[src/rtl/lnf_ram.sv]
`timescale 1ns / 1ps
// Generic simple dual-port RAM with one write port and a registered read.
// Self-contained; used by the layer normalisation forward unit.
module lnf_ram #(
  parameter int Width = 8,
  parameter int Depth = 16
) (
  input  logic                     clk_i,
  input  logic                     we_i,
  input  logic [$clog2(Depth)-1:0] waddr_i,
  input  logic [Width-1:0]         wdata_i,
  input  logic [$clog2(Depth)-1:0] raddr_i,
  output logic [Width-1:0]         rdata_o
);

  logic [Width-1:0] mem_q [Depth];
  logic [Width-1:0] rdata_q;

  // Read-first: a read of the address being written returns the old word; read data is registered.
  always_ff @(posedge clk_i) begin
    if (we_i) begin
      mem_q[waddr_i] <= wdata_i;
    end
    rdata_q <= mem_q[raddr_i];
  end

  assign rdata_o = rdata_q;

endmodule

[config.mk]
export PLATFORM = sky130hd
export DESIGN_NAME = lnf_ram
export DESIGN_NICKNAME = d
export VERILOG_FILES = /design/src/rtl/lnf_ram.sv
export SDC_FILE = /design/constraint.sdc
export NUM_CORES = 1
export LEC_CHECK = 0
export BUFFER_PORTS_ARGS = -buffer_cell sky130_fd_sc_hd__buf_2
export CORE_AREA = 10 10 104 106
export CTS_CLUSTER_DIAMETER = 100
export DETAILED_ROUTE_END_ITERATION = 8
export DIE_AREA = 0 0 114 116
export PLACE_DENSITY = 0.76
export SYNTH_ARGS = -nofsm -noshare
export SYNTH_HDL_FRONTEND = slang
export SYNTH_SLANG_ARGS = --single-unit
[constraint.sdc]
create_clock -name clk_i -period 2.2 [get_ports clk_i]
set_clock_uncertainty 0.1 [all_clocks]
set_input_delay 0.44 -clock clk_i [delete_from_list [all_inputs] [get_ports clk_i]]
set_output_delay 0.44 -clock clk_i [all_outputs]
set_load 0.05 [all_outputs]
==> results_dict.tcl, run 1 <==
set metrics [dict create \
    leakage_nw 2.134 \
    stdcell_count 407 \
    share_comb_of_total_power 0.053 \
    clkLatencyLatePin_ns 0.52 \
    critPathLaunchType "flop" \
    slew-limit-headroom 0.7596 \
    p_clk_frac 0.486 \
    cp_data_arrival_time_ns 1.15 \
    postCtsSetupRepairBufs 0 \
    drv_cap 0 \
    place_congestion 0.7993 \
    dr_total_vias 2501 \
    drcViolationCount 0 \
    io_pins 26 \
    first_pass_iters 4 \
    worst_path_max_delay_cell "dfxtp_1" \
    placed_cells 375 \
    fin_nets 304 \
    synth_area_um2 5147 \
    r2r_slack_ns 0.76 \
    period_share 0.7681 \
    dpl_cell_area_um2 5519 \
    cp_cell_sequence "buf_2" \
    die-area_um2 13220 \
    cts_buffer_depth 2 \
    hold_viol_final 0 \
    critPathBufInv 1 \
    post_cts_resized 0 \
    required_ns 1.66 \
    slowest_delay_ns 0.35 \
    cts_buffers 17 \
    p_sw_mw 1.239 \
    drt_iter0_markers 201 \
    core_um2 8678 \
    netlist_instances 229 \
    critPathKind "reg2out" \
    track_usage 0.1652 \
    vias_per_cell 6.145 \
    p_sw_frac 0.1960 \
    worst_slew_pin_slew_ns 0.3606 \
    intPower_mw 5.081 \
    drive_gt1_frac 0.3211 \
    setup_violations 0 \
    synth_area_per_cell_um2 22.48 \
    period_minus_slack_ns 1.690 \
    cts_tree "done" \
    synth_seq_cells 136 \
    cts_sinks 136 \
    ant_nets 0 \
    grt_pass1_wl_mm 15.83 \
    clkTransAtPathRegs_ns 0.06 \
    outcome "finished, final reports clean" \
    slew_viol_final 0 \
    clockRootBuffer "clkbuf_8" \
    cp_max_fo 1 \
    cts_hold_buf 0 \
    seqPwrFrac 0.461 \
    whs_ns 0.2047 \
    ys_seq_area_frac 0.7778 \
    die_x_um 114 \
    htree_levels 4 \
    crit_family "flip-flops" \
    p_per_area_nw_per_um2 1025 \
    dpl.hpwl_mm 6.307 \
    fill_cells 518 \
    ys_warn_count 0 \
    synth_nets 247 \
    end_kind "output port" \
    grt_max_degree 33 \
    total_power_mw 6.319 \
    diodes 0 \
    area_delta_synth_final_pct 19.81 \
    wl_mm 10.14 \
    max-vdd-ir-drop_uv 641.7 \
    die_h_um 116 \
    hp-class "in2reg" \
    post_drt_wl_per_cell_um 24.92 \
    rsz0062_at_grt "false" \
    fmaxAchievable_mhz 591.8 \
    rows 34 \
    synth_cell_types 19 \
    grt_overflow_total 0 \
    final_cell_area_um2 6167 \
    final.setup.tns_ns 0 \
    portBuffers 25 \
    grt_pass1_vias 2640 \
    final_common_cell "edfxtp_1" \
    mostFrequentLayoutCells "edfxtp_1 (128), buf_2 (25), buf_4 (21), mux4_2 (18)" \
    antenna_found_initial 0 \
    initial_utilization 0.5931 \
]
==> cells in the mapped netlist <==
library cell     instances  area, um2
dfxtp_1                  8      160.2
and2b_1                  1      7.510
nand3b_1                 2      15.01
nand2_1                  9      33.78
nand2b_1                 2      12.51
mux4_1                  14      367.9
nor3_1                   4      20.02
buf_4                    1      7.510
buf_2                    3      15.01
nor2_1                  13      48.80
edfxtp_1               128       3844
mux4_2                  18      405.4
clkdlybuf4s25_2          3      30.03
buf_6                    3      33.78
or3b_2                   1      8.760
nand3_1                  1      5.000
and2_1                   1      6.260
nor2b_1                  1      6.260
a22oi_1                 16      120.1
==> power by group through the flow <==
stage	clock network, mW	logic [mW]	registers (mW)
after floorplan	0	0.147	3.02
after global placement	0	0.320	2.97
after detailed placement	0	0.331	2.97
after CTS	3.11	0.336	2.92
after global routing	3.20	0.357	2.92
final	3.07	0.332	2.92
==> per-stage QoR <==
| stage | utilization | setup slack [ns] |
|---|---|---|
| global route | 0.7106 | 0.4652 |
| CTS | 0.7106 | 0.4819 |
| global placement | 0.6360 | 0.2368 |
| detailed placement | 0.6360 | 0.2077 |
| finish | 0.7106 | 0.5102 |
| floorplan | - | 0.1671 |
==> routing by layer <==
layer | vias up | track usage | share of wire
li1 | 1089 | - | -
met1 | 1307 | 0.2194 | 0.44
met2 | 89 | 0.2528 | 0.49
met3 | 16 | 0.04651 | 0.057
met4 | 0 | 0.06934 | 0.014
met5 | - | 0 | 0
==> state kept, by name, indices dropped and copies added (netlist names) <==
register / flops
mem_q: 128
rdata_o: 8
==> cells by family after synthesis <==
group                  Yosys count  synth area share
AO/OA/AOI/OAI                   16           0.02334
multiplexers                    32            0.1502
buffers and inverters           10           0.01677
AND/OR/NAND/NOR                 35           0.03184
flip-flops                     136            0.7778
==> final timing paths <==
check	startpoint	end	cells past startpoint
worst min-delay path	wdata_i[4]	mem_q[12][4]	1
worst min register to register	mem_q[12][1]	rdata_o[1]	3
worst max-delay path	rdata_o[4]	rdata_o[4]	1
worst max register to register	mem_q[7][3]	rdata_o[3]	3
==> area by class of cell <==
type | count | area [um2] | area share
clock buffers | 19 | 421.7 | 0.06837
well taps | 108 | 135.1 | 0.02191
flip-flops and latches | 136 | 4004 | 0.6492
multi-input cells | 83 | 1057 | 0.1714
clock inverters | 13 | 226.5 | 0.03672
repair buffers | 48 | 322.8 | 0.05234
Note: power is estimated with default switching activity, not from simulation.
==> run 2: changes to the inputs <==
Settings changed: ABC_AREA from default to 1, CORE_AREA 10 10 104 106 to 10 10 114 116, DIE_AREA 0 0 114 116 to 0 0 124 126, PLACE_DENSITY 0.76 to 0.73.
Clock period 2.2 ns to 1.5 ns, I/O delays scaled along.
==> run 2 against run 1 <==
- register-to-register slack lost 0.41 ns
- count of clock-buffer cells in the layout down 1
- routed wire length is 32% higher
- utilization down 6.9 points
- first-iteration DRC count grew to 2.8 times the previous value
- synthesized cell count is 140% higher
- final area increased by 11%
- critical path depth unchanged
- total power grew 47%
- final cell count rose by 86%
- die area rose by 18%
- sequential share of layout area decreased by 6.6 points
- critical path type unchanged
- critical endpoint is now rdata_o[7]
- largest power group unchanged
==> results_dict.tcl, run 2 <==
set metrics [dict create \
    outcome "finished, final reports clean" \
    top_register "mem_q" \
    hp-class "in2reg" \
    drcViolationCount 0 \
    intPower_mw 7.304 \
    die_h_um 126 \
    critPathLaunchType "flop" \
    netlist_instances 551 \
    p_clk_frac 0.469 \
    clkLatencyLatePin_ns 0.52 \
    die_x_um 124 \
    synth_seq_cells 136 \
    largest_reg_flops 128 \
    critPathKind "reg2out" \
    place_congestion 0.8885 \
    fmaxAchievable_mhz 686.4 \
    die-area_um2 15620 \
    cp_max_fo 1 \
    track_usage 0.1796 \
    worst_slew_pin_slew_ns 0.3981 \
    leakage_nw 3.019 \
    required_ns 1.10 \
    drt_iter0_markers 555 \
    ys_warn_count 0 \
    io_pins 26 \
    seqPwrFrac 0.459 \
    drv_cap 0 \
    synth_cell_types 12 \
    async_flop_share 0 \
    fin_util 0.6414 \
    setup_slack_ns 0.04318 \
    p_per_area_nw_per_um2 1356 \
    portBuffers 25 \
    core_um2 10700 \
    cts_sinks 136 \
    final_common_cell "nand2_1" \
    end_kind "output port" \
    slew_viol_final 0 \
    grt_max_degree 34 \
    wl_mm 13.41 \
    dr_total_vias 3993 \
    cts_hold_buf 0 \
    crit_family "flip-flops" \
    share_comb_of_total_power 0.072 \
    grt_pass1_vias 3970 \
    grt_overflow_total 0 \
    worst_path_max_delay_cell "dfxtp_1" \
    final_cell_area_um2 6862 \
    initial_utilization 0.5391 \
    first_pass_iters 5 \
    synth_nets 569 \
    fin_nets 621 \
    period_share 0.9712 \
    ys_seq_area_frac 0.6943 \
    placed_cells 724 \
    stdcell_count 756 \
    post_drt_wl_per_cell_um 17.74 \
    yosysMostFrequentCell "nand2_1" \
    p_sw_mw 2.002 \
    rows 38 \
    whs_ns 0.03756 \
    multi_input_area_um2 1214 \
    synth_edf_count 128 \
    synth_top_cell_by_area "edfxtp_1" \
    diodes 0 \
    slew-limit-headroom 0.7346 \
    seq_area_um2 4004 \
    setup_violations 0 \
    cts_buffers 17 \
    synth_area_um2 5767 \
    slowest_delay_ns 0.36 \
    htree_levels 4 \
    ys.flop_type "edfxtp_1" \
    vias_per_cell 5.282 \
    dpl.hpwl_mm 8.243 \
    cts_tree "done" \
    rsz0062_at_grt "false" \
    p_sw_frac 0.2152 \
    max-vdd-ir-drop_uv 930.3 \
    netlist.area_leader.share 0.6665 \
    cts_buffer_depth 2 \
    synthTopCellsByArea "edfxtp_1 (67%), nand2_1 (11%), nand3_1 (8.4%), inv_1 (6.5%), dfxtp_1 (2.8%)" \
    synth_area_per_cell_um2 10.47 \
    mostFrequentLayoutCells "nand2_1 (173), edfxtp_1 (128), inv_1 (100), nand3_1 (97), buf_4 (30)" \
    hold_viol_final 0 \
    period_minus_slack_ns 1.457 \
    drive_gt1_frac 0.1445 \
    grt_pass1_wl_mm 21.07 \
    cp_cell_sequence "buf_6" \
    pre_cts_ws_ns -0.006836 \
    critPathBufInv 1 \
    postCtsSetupRepairBufs 0 \
    clockRootBuffer "clkbuf_8" \
    synth_commonest_cells "nand2_1 (173), edfxtp_1 (128), inv_1 (100)" \
    antenna_found_initial 0 \
    cp_data_arrival_time_ns 1.06 \
    clkTransAtPathRegs_ns 0.06 \
    area_delta_synth_final_pct 18.98 \
    dpl_cell_area_um2 6216 \
    ant_nets 0 \
    fill_cells 837 \
]
-- run 2: cell count changes in the layout (fill, tap and decap cells not counted), moves of 8 or more --
| cell | delta |
|---|---|
| inv_1 | +100 |
| nand2_1 | +164 |
| buf_2 | -8 |
| buf_4 | +9 |
| mux4_2 | -18 |
| a22oi_1 | -16 |
| mux4_1 | -14 |
| nand3_1 | +96 |
-- run 2: power by group through the flow --
stage	sequential [mW]	clock, mW	combinational (mW)
floorplan	4.44	0	0.300
global placement	4.35	0	0.628
detailed placement	4.35	0	0.641
CTS	4.28	4.41	0.664
global route	4.28	4.57	0.724
finish	4.27	4.36	0.668
-- run 2: logic make-up (layout without fill, tap and decap cells) --
family / count (synthesis) / after routing / synth area share
buffers and inverters: 126 / 191 / 0.09525
flip-flops: 136 / 136 / 0.6943
AND/OR/NAND/NOR: 289 / 289 / 0.2105
-- run 2: layer usage --
layer  share of wire  track usage
met1            0.40       0.2242
met2            0.51       0.2869
met3           0.070      0.04736
met4           0.023      0.07791
met5               0            0
-- run 2: metrics by stage --
step / power [mW] / TNS (ns)
2_1_floorplan: 4.735 / 0
3_3_place_gp: 4.977 / 0
3_5_place_dp: 4.994 / -0.006836
4_1_cts: 9.346 / 0
5_1_grt: 9.578 / 0
6_report: 9.306 / 0
-- run 2: final timing paths --
check / from / endpoint / slack [ns] / cells after the start
hold / removal: raddr_i[3] / rdata_o[7] / 0.04 / 3
setup / recovery: rdata_o[7] / rdata_o[7] / 0.04 / 1
setup reg to reg: mem_q[1][0] / rdata_o[0] / 0.35 / 6
hold reg to reg: mem_q[12][2] / rdata_o[2] / 0.57 / 6
-- run 2: area by class of cell --
class | instances | share of cell area
Tap cell | 140 | 0.02553
Timing Repair Buffer | 57 | 0.06765
Sequential cell | 136 | 0.5835
Multi-Input combinational cell | 289 | 0.1769
Clock inverter | 14 | 0.02972
Inverter | 102 | 0.05580
Clock buffer | 18 | 0.06090
-- run 2: what timing repair did --
action / CTS / global route
resized for setup: 6 / 3
gates cloned: 0 / 0
setup endpoints to repair: 5 / 3
==> run 3: changes to the inputs <==
--- a/config.mk
+++ b/config.mk
@@ -13,3 +13,3 @@
 export DIE_AREA = 0 0 124 126
-export PLACE_DENSITY = 0.73
+export PLACE_DENSITY_LB_ADDON = 0.15
 export SYNTH_ARGS = -nofsm -noshare
--- a/constraint.sdc
+++ b/constraint.sdc
@@ -4,2 +4,2 @@
 set_output_delay 0.3 -clock clk_i [all_outputs]
-set_load 0.05 [all_outputs]
+set_load 0.02 [all_outputs]
==> run 3 against run 2 <==
- clock power decreased by 14%
- sequential share of layout area increased by 0.73 points
- critical path depth unchanged
- register-to-register slack about the same
- die area unchanged
- final area decreased by 1.2%
- total power decreased by 7.5%
- largest power group is now registers
- critical endpoint is now rdata_o[5]
- via count decreased by 2.6%
- global-route usage increased by 0.25 points
==> results_dict.tcl, run 3 (synthesized netlist as in run 2, its figures left out) <==
set metrics [dict create \
    outcome "finished, final reports clean" \
    die_h_um 126 \
    drt_iter0_markers 379 \
    critPathBufInv 1 \
    clockRootBuffer "clkbuf_8" \
    end_kind "output port" \
    cp_max_fo 1 \
    dpl.hpwl_mm 8.328 \
    grt_pass1_vias 3834 \
    drv_cap 0 \
    clkTransAtPathRegs_ns 0.06 \
    fill_cells 864 \
    final_common_cell "nand2_1" \
    die_x_um 124 \
    worst_path_max_delay_cell "dfxtp_1" \
    crit_family "flip-flops" \
    place_congestion 0.8494 \
    mostFrequentLayoutCells "nand2_1 (173), edfxtp_1 (128), inv_1 (100), nand3_1 (97), buf_4 (31)" \
    critPathLaunchType "flop" \
    cp_cell_sequence "buf_2" \
    clkLatencyLatePin_ns 0.53 \
    max-vdd-ir-drop_uv 775.0 \
    cts_buffer_depth 2 \
    leakage_nw 2.984 \
    antenna_found_initial 0 \
    portBuffers 25 \
    placed_cells 728 \
    post_drt_wl_per_cell_um 17.24 \
    fin_util 0.6335 \
    top_register "mem_q" \
    slowest_delay_ns 0.32 \
    cts_sinks 136 \
    final_cell_area_um2 6777 \
    wl_mm 13.10 \
    slew_viol_final 0 \
    drcViolationCount 0 \
    fmaxAchievable_mhz 703.7 \
    total_power_mw 8.612 \
    io_pins 26 \
    post_cts_resized 0 \
    htree_levels 4 \
    rsz0062_at_grt "false" \
    critPathKind "reg2out" \
    hp-class "in2reg" \
    postCtsSetupRepairBufs 0 \
    stdcell_count 760 \
    dr_total_vias 3888 \
    core_um2 10700 \
    track_usage 0.1821 \
    setup_violations 0 \
    dpl_cell_area_um2 6233 \
    period_minus_slack_ns 1.421 \
    fin_nets 625 \
    diodes 0 \
    vias_per_cell 5.116 \
    cts_buffers 17 \
    first_pass_iters 5 \
    die-area_um2 15620 \
    slew-limit-headroom 0.7501 \
    grt_pass1_wl_mm 21.27 \
    required_ns 1.10 \
    largest_reg_flops 128 \
    grt_max_degree 44 \
    grt_overflow_total 0 \
    initial_utilization 0.5391 \
    cts_hold_buf 0 \
    drive_gt1_frac 0.1516 \
    period_share 0.9473 \
    cts_tree "done" \
    area_delta_synth_final_pct 17.51 \
    rows 38 \
    hold_viol_final 0 \
    cp_data_arrival_time_ns 1.02 \
    ant_nets 0 \
    p_per_area_nw_per_um2 1271 \
    worst_slew_pin_slew_ns 0.3748 \
]
## run 3: changes by cell type in the layout (fill, tap and decap cells not counted), sizes merged
cell and change:
inv +1, clkbuf -3, buf +7, clkinv +1
bufinv -4, clkinvlp +2
## run 3: final cells by class
class | instances | area [um2] | share of cell area
Tap cell | 140 | 175.2 | 0.02585
Clock buffer | 18 | 417.9 | 0.06167
Clock inverter | 14 | 125.1 | 0.01846
Multi-Input combinational cell | 289 | 1214 | 0.1791
Inverter | 102 | 382.9 | 0.05650
Sequential cell | 136 | 4004 | 0.5908
Timing Repair Buffer | 61 | 457.9 | 0.06758
## run 3: worst paths after layout
| path | slack [ns] | cells past startpoint | to | start |
|---|---|---|---|---|
| max | 0.08 | 1 | rdata_o[5] | rdata_o[5] |
| min | 0.09 | 1 | mem_q[14][7] | wdata_i[7] |
| max reg2reg | 0.34 | 6 | rdata_o[2] | mem_q[0][2] |
| min reg2reg | 0.56 | 6 | rdata_o[4] | mem_q[14][4] |
## run 3: per-layer routing
layer,track usage,part of all wire
met5,0,0
met4,0.06978,0.022
met3,0.04155,0.072
met1,0.2407,0.42
met2,0.2850,0.49
## run 3: where the power goes
group	leakage (nW)	internal, mW	switching [mW]	total, mW
Sequential	1.22	4.25	0.0221	4.27
Clock	0.261	2.20	1.55	3.75
Combinational	1.50	0.189	0.401	0.590
Total	2.98	6.64	1.98	8.61
## run 3: stage by stage
stage                     setup TNS (ns)  hold WS (ns)  worst slack, ns
after detailed placement        -0.02851        0.5424         -0.02851
after global routing                   0       0.08502          0.03226
after CTS                              0       0.07842          0.05068
final                                  0       0.08873          0.07901
after floorplan                        0        0.2989           0.1492
after global placement          -0.02181        0.5452         -0.02181
